### src/aat_ram.sv
// Generic single-port-write, single-read synchronous RAM, registered read.
// No dependencies.
`default_nettype none
module aat_ram #(
  parameter int Width = 8,
  parameter int Depth = 16
) (
  input  wire logic                     clk_i,
  input  wire logic                     we_i,
  input  wire logic [$clog2(Depth)-1:0] waddr_i,
  input  wire logic [Width-1:0]         wdata_i,
  input  wire logic [$clog2(Depth)-1:0] raddr_i,
  output logic      [Width-1:0]         rdata_o
);
  logic [Width-1:0] mem_q [Depth];

  always_ff @(posedge clk_i) begin
    if (we_i) mem_q[waddr_i] <= wdata_i;
    rdata_o <= mem_q[raddr_i];
  end
endmodule
`default_nettype wire

### config.mk
export PLATFORM = sky130hd
export DESIGN_NAME = aat_ram
export DESIGN_NICKNAME = d
export VERILOG_FILES = /design/src/aat_ram.sv
export SDC_FILE = /design/constraint.sdc
export NUM_CORES = 1
export LEC_CHECK = 0
export BUFFER_PORTS_ARGS = -buffer_cell sky130_fd_sc_hd__clkbuf_2
export CAP_MARGIN = 5
export CORE_ASPECT_RATIO = 1.75
export CORE_MARGIN = 2
export CORE_UTILIZATION = 48
export CTS_BUF_LIST = sky130_fd_sc_hd__clkbuf_8
export DETAILED_ROUTE_END_ITERATION = 12
export HOLD_SLACK_MARGIN = 0.12
export PLACE_DENSITY = 0.65
export SETUP_SLACK_MARGIN = 0.5
export SLEW_MARGIN = 20
export SYNTH_ARGS = -nofsm -noshare
export SYNTH_HDL_FRONTEND = slang
export SYNTH_SLANG_ARGS = --single-unit
### constraint.sdc
create_clock -name clk_i -period 4.29 [get_ports clk_i]
set_input_delay 0.858 -clock clk_i [delete_from_list [all_inputs] [get_ports clk_i]]
set_output_delay 0.858 -clock clk_i [all_outputs]
set_load 0.01 [all_outputs]
==> results of run 1 <==
==> metal layers <==
layer	part of all wire, %	wire length, um
met1	39	3630
met2	56	5280
met3	3.7	344
met4	1.7	163
met5	0	0
==> state kept, by name, summed over array words and instances, names as in the netlist <==
name / cells
mem_q: 128
rdata_o: 8
==> cell type report <==
cell class                      instances  area [um2]
Timing Repair Buffer                   28         148
Clock buffer                           17         234
Sequential cell                       136        4000
Multi-Input combinational cell         83        1070
Fill cell                             776        4750
Tap cell                              130         163
Clock inverter                         15         203
==> cells in the final DEF, fill, tap and decap left out <==
| master | instances |
|---|---|
| edfxtp_1 | 128 |
| clkbuf_2 | 25 |
| mux4_2 | 18 |
| clkbuf_8 | 17 |
| a22oi_1 | 16 |
| mux4_1 | 14 |
| nor2_1 | 13 |
| nand2_1 | 9 |
| dfxtp_1 | 8 |
| clkinvlp_4 | 7 |
| bufinv_16 | 4 |
| buf_4 | 3 |
| nand3b_1 | 2 |
| nor3_2 | 2 |
| nand2b_1 | 2 |
| nor3_1 | 2 |
| clkinv_4 | 2 |
| nor2b_1 | 1 |
| and2_1 | 1 |
| and2b_1 | 1 |
| nand3_1 | 1 |
| or3b_2 | 1 |
| clkinv_1 | 1 |
| inv_6 | 1 |
==> critical path, delay by kind of cell <==
kind                   cells  cell delay, ns
AOI/OAI and AO/OA          1            0.27
buffers and inverters      2            0.58
muxes                      1            0.63
and+or+nand+nor            1            0.10
==> logic make-up (layout without fill, tap and decap cells) <==
kind of cell	count (synthesis)	in the layout	share of synthesized area, %
flops	136	136	77.8
simple gates	35	35	3.18
mux	32	32	15.0
compound gates	16	16	2.33
buf+inv	10	60	1.68
==> Yosys cell counts (all sizes together) <==
cell	n
edfxtp	128
dfxtp	8
nand3	1
nand2b	2
or3b	1
and2b	1
mux4	32
nor3	4
buf	7
and2	1
nor2	13
a22oi	16
nor2b	1
nand3b	2
clkdlybuf4s25	3
nand2	9
==> through the flow <==
| step | utilization, % | instance area [um2] |
|---|---|---|
| 2_1_floorplan | - | 5150 |
| 3_3_place_gp | 50.9 | 5380 |
| 3_5_place_dp | 50.9 | 5380 |
| 4_1_cts | 55.0 | 5820 |
| 5_1_grt | 55.0 | 5820 |
| 6_report | 55.0 | 5820 |
==> power groups by stage <==
stage	Combinational (mW)	Clock (mW)	Sequential, mW
6_report	0.130	1.13	1.49
5_1_grt	0.144	1.20	1.50
4_1_cts	0.133	1.15	1.49
3_5_place_dp	0.133	0	1.52
3_3_place_gp	0.130	0	1.52
2_1_floorplan	0.0754	0	1.52
==> worst paths after layout <==
| path | to | startpoint | slack, ns |
|---|---|---|---|
| max | rdata_o[1]$_DFF_P_ | raddr_i[0] | 2.16 |
| min reg2reg | rdata_o[4]$_DFF_P_ | mem_q[12][4]$_DFFE_PP_ | 0.67 |
| min | rdata_o[4]$_DFF_P_ | mem_q[12][4]$_DFFE_PP_ | 0.67 |
| max reg2reg | rdata_o[1]$_DFF_P_ | mem_q[1][1]$_DFFE_PP_ | 2.93 |
==> impl_results.md, run 1 <==
* Setup repair bufs after CTS at 0
* Synth unique cells at 19
* Placement Rows at 50
* Fraction of post-synthesis cell area in the top cell type by area at between 70 and 80%
* Critical Setup Path Class: in -> reg
* Number of synthesized register bits at between 100 and 150
* Cell total after placement at 377
* Signal arrival time at the worst endpoint at between 2 and 2.5 ns
* Worst Skew at 0.0110 ns
* Vias in the first global route at 2388
* Stage delay of the slowest cell on the critical path at 0.63 ns
* Endpoint kind of the worst setup timing path: flop
* Post-placement setup slack at 1.69 ns
* Critical-path maximum fanout at 32
* Sequential area share after synthesis at 77.8%
* # clock sinks at around 140
* Total Nets Final at 284
* Final critical path time including I/O delays and setup at 2.13 ns
* Final standard cell count with taps included and fillers excluded at 409
* Worst max-slew margin expressed relative to the limit at 38.8%
* Required time at the worst-slack endpoint at 4.62 ns
* Total power per unit cell area at 473 nW/um2
* Largest vdd supply drop at 0.000286 V
* P_sw at just under 600 uW
* Combinational group share of total power at between 4 and 5%
* Diode count at 0
* Post-cts resize count at 0
* Share of the cycle needed by the critical path after routing at between 40 and 50%
* Sequential cell fraction of total power at 54.2%
* Clock Power Share at 41.0%
* Lkg Pwr at 1.91 nW
* Count of buffers inserted at the top-level ports at 25
* Met2 Usage GRT at a little under a third
* Max frequency at 470 MHz
* Netlist area before placement at between 5000 and 6000 um2
* DRT antenna net count at 0
* Busiest metal layer after global routing: met2
* Final wirelength at 9420 um
* Detail Placement HPWL at just over 6000 um
* Maximum number of pins on one net before global-route repair at 33
* Clock Tree Root: clkbuf_8
* Boundary Pins at 26
* Share of total power consumed by net switching at 21.1%
* Min-delay worst type: reg -> reg
* Drt initial violations at 135
* Max Root-Sink Buffers at 2
* M3 GR Usage at roughly 5.4%
* GR met1 Demand/Resource at a little over a fifth
* Clock latency at the later pin of the worst-skew pair at 0.44 ns
* Worst hold path stage count at 3
* Max Cap Violations at 0
* Post-CTS Hold Fix Bufs at 0
* Clock-pin slew on the worst setup and hold paths at 0.08 ns
* TritonCTS clock tree: yes
* Die outline area at around 12000 um2
* Post-route total power at between 2 and 3 mW
* Final routed DRC violation total at 0
* Top cells by area, synth: edfxtp_1, mux4_2, mux4_1, dfxtp_1, a22oi_1
* Max-slew violations at 0
* Effective utilization at floorplan at between 40% and 50%
* Final Hold Viols at 0
* Leftover overflow at the end of global routing at 0
* Transition time of the tightest slew-check pin at ~0.91 ns
* Synth Area per Inst at ~22 um2
* Critical path startpoint category: input pin
* Routability cong. at approximately 0.76
* Vias per Instance at 5.71
* Vias post-DR at 2335
* Clock buffer count from CTS at 17
* Die Width at 82.3 um
* Average wire length per cell after detail routing at 23.0 um
* Outcome: completed
* Master of the slowest instance on the critical path: mux4_1
* Area inside the core boundary at 10600 um2
* Cells along the critical path: clkbuf_2 -> buf_4 -> mux4_1 -> a22oi_1 -> nand2_1
* Warnings from Yosys at 0
* Post-synthesis instance total at ~230
* RSZ-0062 raised after global routing: false
* Count of TritonRoute iterations in the first routing pass at 4
* Internal power of the cells at 2.17 mW
* Antenna violations before repair at 0
* Area leader, netlist: edfxtp_1
* Worst Hold Slack at 0.671 ns
* Final setup violation count at 0
* Global routing usage summed across all routing layers at 18.1%
* First-pass GRT wire length at 14000 um
* Height of the die at 141 um
* Growth of design area from synthesis to finish at 13.0%
* Maximum level of the CTS H-tree at 4
* Layout cells sized above 1 at 28.7%
* Worst reg-to-reg path cell count at 3
* Summed negative setup slack over all endpoints at 0 ns
* Setup slack after layout at 2.16 ns
* Net Count, Synth at 247
Note: power is estimated with default switching activity, not from simulation.
==> run 2, diff against run 1 <==
==> constraint.sdc (replaced) <==
create_clock -name clk_i -period 2 [get_ports clk_i]
set_input_delay 0.4 -clock clk_i [delete_from_list [all_inputs] [get_ports clk_i]]
set_output_delay 0.4 -clock clk_i [all_outputs]
set_load 0.01 [all_outputs]
==> impl_results.md, run 2 (same netlist as run 1, synthesis figures left out) <==
* P_sw at 1.24 mW (+110%)
* Worst Skew at 0.00731 ns (-0.00367 ns)
* Antenna violations before repair at 0 (unchanged)
* Launch point of the worst hold path: wdata_i[5]
* Clock-pin slew on the worst setup and hold paths at 0.08 ns (about the same)
* RSZ-0062 raised after global routing: false
* Register area at 4000 um2 (unchanged)
* # clock sinks at 136 (unchanged)
* Growth of design area from synthesis to finish at 17.7%
* Post-CTS Hold Fix Bufs at 0 (unchanged)
* Critical Setup Path Class: in -> reg
* Endpoint kind of the worst setup timing path: flop
* Highest-count cells in the layout ignoring fill and taps: edfxtp_1, clkbuf_2, buf_4
* First-pass GRT wire length at 14400 um (+3.1%)
* Average wire length per cell after detail routing at 22.0 um (-4.5%)
* Vias post-DR at 2420 (+3.6%)
* Maximum number of pins on one net before global-route repair at 33 (unchanged)
* Total power per unit cell area at 977 nW/um2 (+110%)
* Leading cell type in the layout, fill and taps excluded: edfxtp_1
* Height of the die at 141 um (unchanged)
* Placement Rows at 50 (unchanged)
* Clock latency at the later pin of the worst-skew pair at 0.43 ns (about the same)
* Final setup violation count at 0 (unchanged)
* Layout cells sized above 1 at 35.8% (+7.1 points)
* Max frequency at 692 MHz
* Count of TritonRoute iterations in the first routing pass at 4 (unchanged)
* Cell area reported after detailed placement at 5600 um2 (+4.0%)
* Drt initial violations at 213 (+58%)
* Internal power of the cells at 4.68 mW (+120%)
* Total non-filler cell area in the finished layout at 6060 um2 (+4.1%)
* Global routing usage summed across all routing layers at 18.4% (+0.29 points)
* Area inside the core boundary at 10600 um2 (unchanged)
* Vias per Instance at 5.60 (-1.9%)
* Max Cap Violations at 0 (unchanged)
* Combinational group share of total power at 5.3% (+0.6 points)
* Max FFs per register at 128 (unchanged)
* Max Root-Sink Buffers at 2 (unchanged)
* Cell total after placement at 399 (+5.8%)
* Diode count at 0 (unchanged)
* Registers with the most flip-flops: mem_q: 128 flops, rdata_o: 8 flops
* Detail Placement HPWL at 6350 um (+3.8%)
* Count of buffers inserted at the top-level ports at 25 (unchanged)
* Final wirelength at 9500 um (+0.84%)
* Worst hold path stage count at 1 (-2)
* Clock buffer count from CTS at 17 (unchanged)
* Post-cts resize count at 0 (unchanged)
* Startpoint of the worst-slack reg-to-reg timing path: mem_q[0][0]$_DFFE_PP_
* Summed negative setup slack over all endpoints at 0 ns (unchanged)
* Die Width at 82.3 um (unchanged)
* Critical path startpoint category: input pin
* Setup repair bufs after CTS at 0 (unchanged)
* Transition time of the tightest slew-check pin at 0.423 ns (-0.491 ns)
* Worst reg-to-reg path cell count at 3 (unchanged)
* Capturing point of the worst reg2reg path: rdata_o[0]$_DFF_P_
* Share of the cycle needed by the critical path after routing at 72.3%
* Lkg Pwr at 2.07 nW (+8.4%)
* Endpoint of the worst hold-timing path: mem_q[10][5]$_DFFE_PP_
* Final critical path time including I/O delays and setup at 1.45 ns
* Routability cong. at 0.743 (-2.8%)
* Final routed DRC violation total at 0 (unchanged)
* Min-delay worst type: in -> reg
* Maximum level of the CTS H-tree at 4 (unchanged)
* Biggest register: mem_q
* Largest vdd supply drop at 0.000555 V (+94%)
* Worst max-slew margin expressed relative to the limit at 71.6% (+33 points)
* Clock Power Share at 40.7% (-0.3 points)
* Combined area of the multi-input logic cells at 1090 um2 (+2.5%)
* Total Nets Final at 307 (+8.1%)
* Die outline area at 11600 um2 (unchanged)
* Share of total power consumed by net switching at 20.9% (-0.26 points)
* Flop-to-flop setup slack at 0.65 ns (-2.28 ns)
* Sequential cell fraction of total power at 54.1% (about the same)
* Max-slew violations at 0 (unchanged)
* TritonCTS clock tree: yes
* Final Hold Viols at 0 (unchanged)
* Effective utilization at floorplan at 48.7% (unchanged)
* Signal arrival time at the worst endpoint at 1.76 ns (-0.70 ns)
* Required time at the worst-slack endpoint at 2.32 ns (-2.30 ns)
* Clock Tree Root: clkbuf_8
* DRT antenna net count at 0 (unchanged)
* Boundary Pins at 26 (unchanged)
* Critical-path maximum fanout at 12 (-63%)
* Final standard cell count with taps included and fillers excluded at 432 (+5.6%)
* Leftover overflow at the end of global routing at 0 (unchanged)
* Outcome: completed
* Vias in the first global route at 2544 (+6.5%)
* Filler cell count at 786 (+1.3%)
## run 2: changes by cell type in the layout (fill, tap and decap cells not counted), moves of 2 or more
cell        delta
buf_4         +20
nor2_2         +3
buf_12         +2
clkinvlp_4     -4
nor2_1         -3
clkinv_2       +2
nor3_1         -2
## run 2: power by group through the flow
stage	clock network (mW)	registers, mW	logic [mW]
final	2.41	3.20	0.312
after global routing	2.55	3.20	0.343
after CTS	2.44	3.20	0.312
after detailed placement	0	3.26	0.312
after global placement	0	3.26	0.304
after floorplan	0	3.27	0.167
## run 2: worst max-delay path by stage
stage | startpoint | endpoint | slack (ns) | cells past startpoint
after CTS | raddr_i[0] | rdata_o[0]$_DFF_P_ | 0.57 | 5
after global placement | raddr_i[0] | rdata_o[5]$_DFF_P_ | 0.18 | 5
final | raddr_i[0] | rdata_o[0]$_DFF_P_ | 0.55 | 5
after floorplan | raddr_i[0] | rdata_o[1]$_DFF_P_ | 0.46 | 5
after global routing | raddr_i[0] | rdata_o[0]$_DFF_P_ | 0.51 | 5
after detailed placement | raddr_i[0] | rdata_o[3]$_DFF_P_ | 0.17 | 5
## run 2: layer usage
metal  GRT usage (%)  part of all wire (%)  vias to the layer above
li1                -                     -                     1093
met1            21.3                    36                     1250
met2            31.4                    57                       65
met3            4.61                   4.2                       12
met4            8.07                   2.1                        0
met5               0                     0                        -
## run 2: cell type report
type	instances	share of cell area, %
sequential	136	66.1
clock inverter	15	3.31
tap	130	2.69
timing repair buffer	51	5.99
clock buffer	17	3.86
multi-input combinational	83	18.1
## run 2: stage by stage
stage | utilization (%) | total power [mW] | hold WS (ns) | setup WS (ns)
floorplan | - | 3.44 | 0.499 | 0.464
global placement | 52.9 | 3.56 | 0.647 | 0.178
detailed placement | 52.9 | 3.58 | 0.657 | 0.166
CTS | 57.1 | 5.95 | 0.368 | 0.566
global route | 57.3 | 6.10 | 0.403 | 0.514
finish | 57.3 | 5.92 | 0.389 | 0.554
## run 2: worst max-delay path: stages
cell and delay (ns):
buf_2 0.21, buf_12 0.20, mux4_1 0.59, a22oi_1 0.25
nand2_1 0.10
==> run 3, diff against run 2 <==
==> constraint.sdc (replaced) <==
create_clock -name clk_i -period 1.4 [get_ports clk_i]
set_input_delay 0.28 -clock clk_i [delete_from_list [all_inputs] [get_ports clk_i]]
set_output_delay 0.28 -clock clk_i [all_outputs]
set_load 0.01 [all_outputs]
==> impl_results.md, run 3 (same netlist as run 1, synthesis figures left out) <==
* Clock Tree Root: clkbuf_8
* Final standard cell count with taps included and fillers excluded at 438 (+1.4%)
* # clock sinks at 136 (unchanged)
* Max frequency at 789 MHz
* Required time at the worst-slack endpoint at 1.71 ns (-0.61 ns)
* Registers with the most flip-flops: mem_q: 128 flops, rdata_o: 8 flops
* Detail Placement HPWL at 6530 um (+2.9%)
* Worst reg-to-reg path cell count at 3 (unchanged)
* Post-route total power at 8.74 mW (+48%)
* Final routed DRC violation total at 0 (unchanged)
* Highest-count cells in the layout ignoring fill and taps: edfxtp_1, mux4_2, buf_6
* First-pass GRT wire length at 14100 um (-2.2%)
* Drt initial violations at 109 (-49%)
* Leftover overflow at the end of global routing at 0 (unchanged)
* Die outline area at 11600 um2 (unchanged)
* Worst setup endpoint: rdata_o[4]$_DFF_P_
* DRT antenna net count at 0 (unchanged)
* Leading cell type in the layout, fill and taps excluded: edfxtp_1
* Flop-to-flop setup slack at 0.13 ns (-0.52 ns)
* Cell area reported after detailed placement at 5750 um2 (+2.8%)
* Antenna violations before repair at 0 (unchanged)
* Count of TritonRoute iterations in the first routing pass at 4 (unchanged)
* Final critical path time including I/O delays and setup at 1.27 ns
* Growth of design area from synthesis to finish at 24.8%
* Largest vdd supply drop at 0.000813 V (+47%)
* Post-CTS Hold Fix Bufs at 0 (unchanged)
* Maximum level of the CTS H-tree at 4 (unchanged)
* RSZ-0062 raised after global routing: true
* Transition time of the tightest slew-check pin at 0.817 ns (+0.394 ns)
* Total power per unit cell area at 1360 nW/um2 (+39%)
* Max Cap Violations at 0 (unchanged)
* Clock latency at the later pin of the worst-skew pair at 0.43 ns (about the same)
* Max Root-Sink Buffers at 2 (unchanged)
* Clock Power Share at 41.4% (+0.7 points)
* Worst Hold Slack at 0.255 ns (-0.134 ns)
* Routability cong. at 0.763 (+2.7%)
* Lkg Pwr at 2.13 nW (+3.0%)
* Vias in the first global route at 2629 (+3.3%)
* Crit path depth at 3 (-2)
* Max-slew violations at 0 (unchanged)
* Critical Setup Path Class: reg -> reg
* Effective utilization at floorplan at 48.7% (unchanged)
* Total Nets Final at 313 (+2.0%)
* Share of total power consumed by net switching at 19.7% (-1.2 points)
* Worst max-slew margin expressed relative to the limit at 45.3% (-26 points)
* Boundary Pins at 26 (unchanged)
* Final setup violation count at 0 (unchanged)
* Sequential cell fraction of total power at 52.4% (-1.7 points)
* Total non-filler cell area in the finished layout at 6420 um2 (+6.1%)
* Worst path top cell family by delay: multiplexers
* Summed negative setup slack over all endpoints at 0 ns (unchanged)
* Area inside the core boundary at 10600 um2 (unchanged)
* Stage delay of the slowest cell on the critical path at 0.52 ns (-0.07 ns)
* Number of buffers and inverters on the critical path at 0 (-2)
* Critical path startpoint category: flop
* Cell total after placement at 402 (+0.75%)
* Launching element of the worst setup path: mem_q[7][4]$_DFFE_PP_
* Signal arrival time at the worst endpoint at 1.58 ns (-0.18 ns)
* Final Hold Viols at 0 (unchanged)
* Endpoint kind of the worst setup timing path: flop
* Maximum number of pins on one net before global-route repair at 25 (-24%)
* Min-delay worst type: in -> reg
* Critical-path maximum fanout at 1 (-11)
* Outcome: completed
* Startpoint of the worst-slack reg-to-reg timing path: mem_q[7][4]$_DFFE_PP_
* Clock buffer count from CTS at 17 (unchanged)
* Average wire length per cell after detail routing at 21.3 um (-3.2%)
* Global routing usage summed across all routing layers at 18.0% (-0.40 points)
* Master of the slowest instance on the critical path: mux4_2
* P_sw at 1.72 mW (+39%)
* Max FFs per register at 128 (unchanged)
* Combinational group share of total power at 6.2% (+0.9 points)
* TritonCTS clock tree: yes
* Final wirelength at 9320 um (-1.8%)
* Biggest register: mem_q
* Diode count at 0 (unchanged)
* Vias per Instance at 5.56 (-0.80%)
* Height of the die at 141 um (unchanged)
* Launch point of the worst hold path: wdata_i[4]
* Count of buffers inserted at the top-level ports at 25 (unchanged)
* Layout cells sized above 1 at 48.7% (+13 points)
* Vias post-DR at 2434 (+0.58%)
* Die Width at 82.3 um (unchanged)
* Internal power of the cells at 7.02 mW (+50%)
* Capturing point of the worst reg2reg path: rdata_o[4]$_DFF_P_
* Cells along the critical path: mux4_2 -> a22oi_2 -> nand2_1
* Share of the cycle needed by the critical path after routing at 90.5%
* Clock-pin slew on the worst setup and hold paths at 0.07 ns (about the same)
* Placement Rows at 50 (unchanged)
* Worst Skew at 0.0104 ns (+0.00312 ns)
-- run 3: changes by cell type in the layout (fill, tap and decap cells not counted), sizes merged --
cell	change
bufinv	+1
clkinvlp	-1
clkbuf	-8
inv	-1
buf	+16
clkinv	-1
-- run 3: worst min-delay path by stage --
stage,end,cells after the start
2_1_floorplan,mem_q[0][0]$_DFFE_PP_,0
6_report,mem_q[6][4]$_DFFE_PP_,1
3_3_place_gp,rdata_o[0]$_DFF_P_,3
5_1_grt,mem_q[4][4]$_DFFE_PP_,1
4_1_cts,mem_q[5][4]$_DFFE_PP_,1
3_5_place_dp,rdata_o[3],1
-- run 3: layout make-up --
type	instances	area (um2)
clock inverter	13	201
clock buffer	19	262
multi-input combinational	83	1200
sequential	136	4010
timing repair buffer	57	593
tap	130	163
fill	752	4150
-- run 3: power by group through the flow --
stage	Sequential, mW	Combinational, mW	Clock [mW]
floorplan	4.67	0.276	0
global placement	4.66	0.490	0
detailed placement	4.67	0.500	0
CTS	4.58	0.534	3.67
global route	4.59	0.588	3.81
finish	4.58	0.545	3.61
-- run 3: through the flow --
step	utilization [%]	setup WS, ns
2_1_floorplan	-	0.0170
3_3_place_gp	54.4	-0.234
3_5_place_dp	54.4	-0.255
4_1_cts	60.3	0.133
5_1_grt	60.8	0.0948
6_report	60.8	0.132
-- run 3: metal layers --
layer / track usage (%) / share of wire [%] / vias to the layer above
met4: 6.67 / 1.6 / 0
li1: - / - / 1096
met1: 19.0 / 35 / 1265
met3: 5.38 / 4.0 / 14
met5: 0 / 0 / -
met2: 32.4 / 59 / 59
-- run 3: what timing repair did --
action	CTS	global route
buffers inserted	3	1
endpoints found under the setup margin	105	117
gates resized for setup	33	17
pin swaps	4	3
endpoints found under the hold margin	0	0
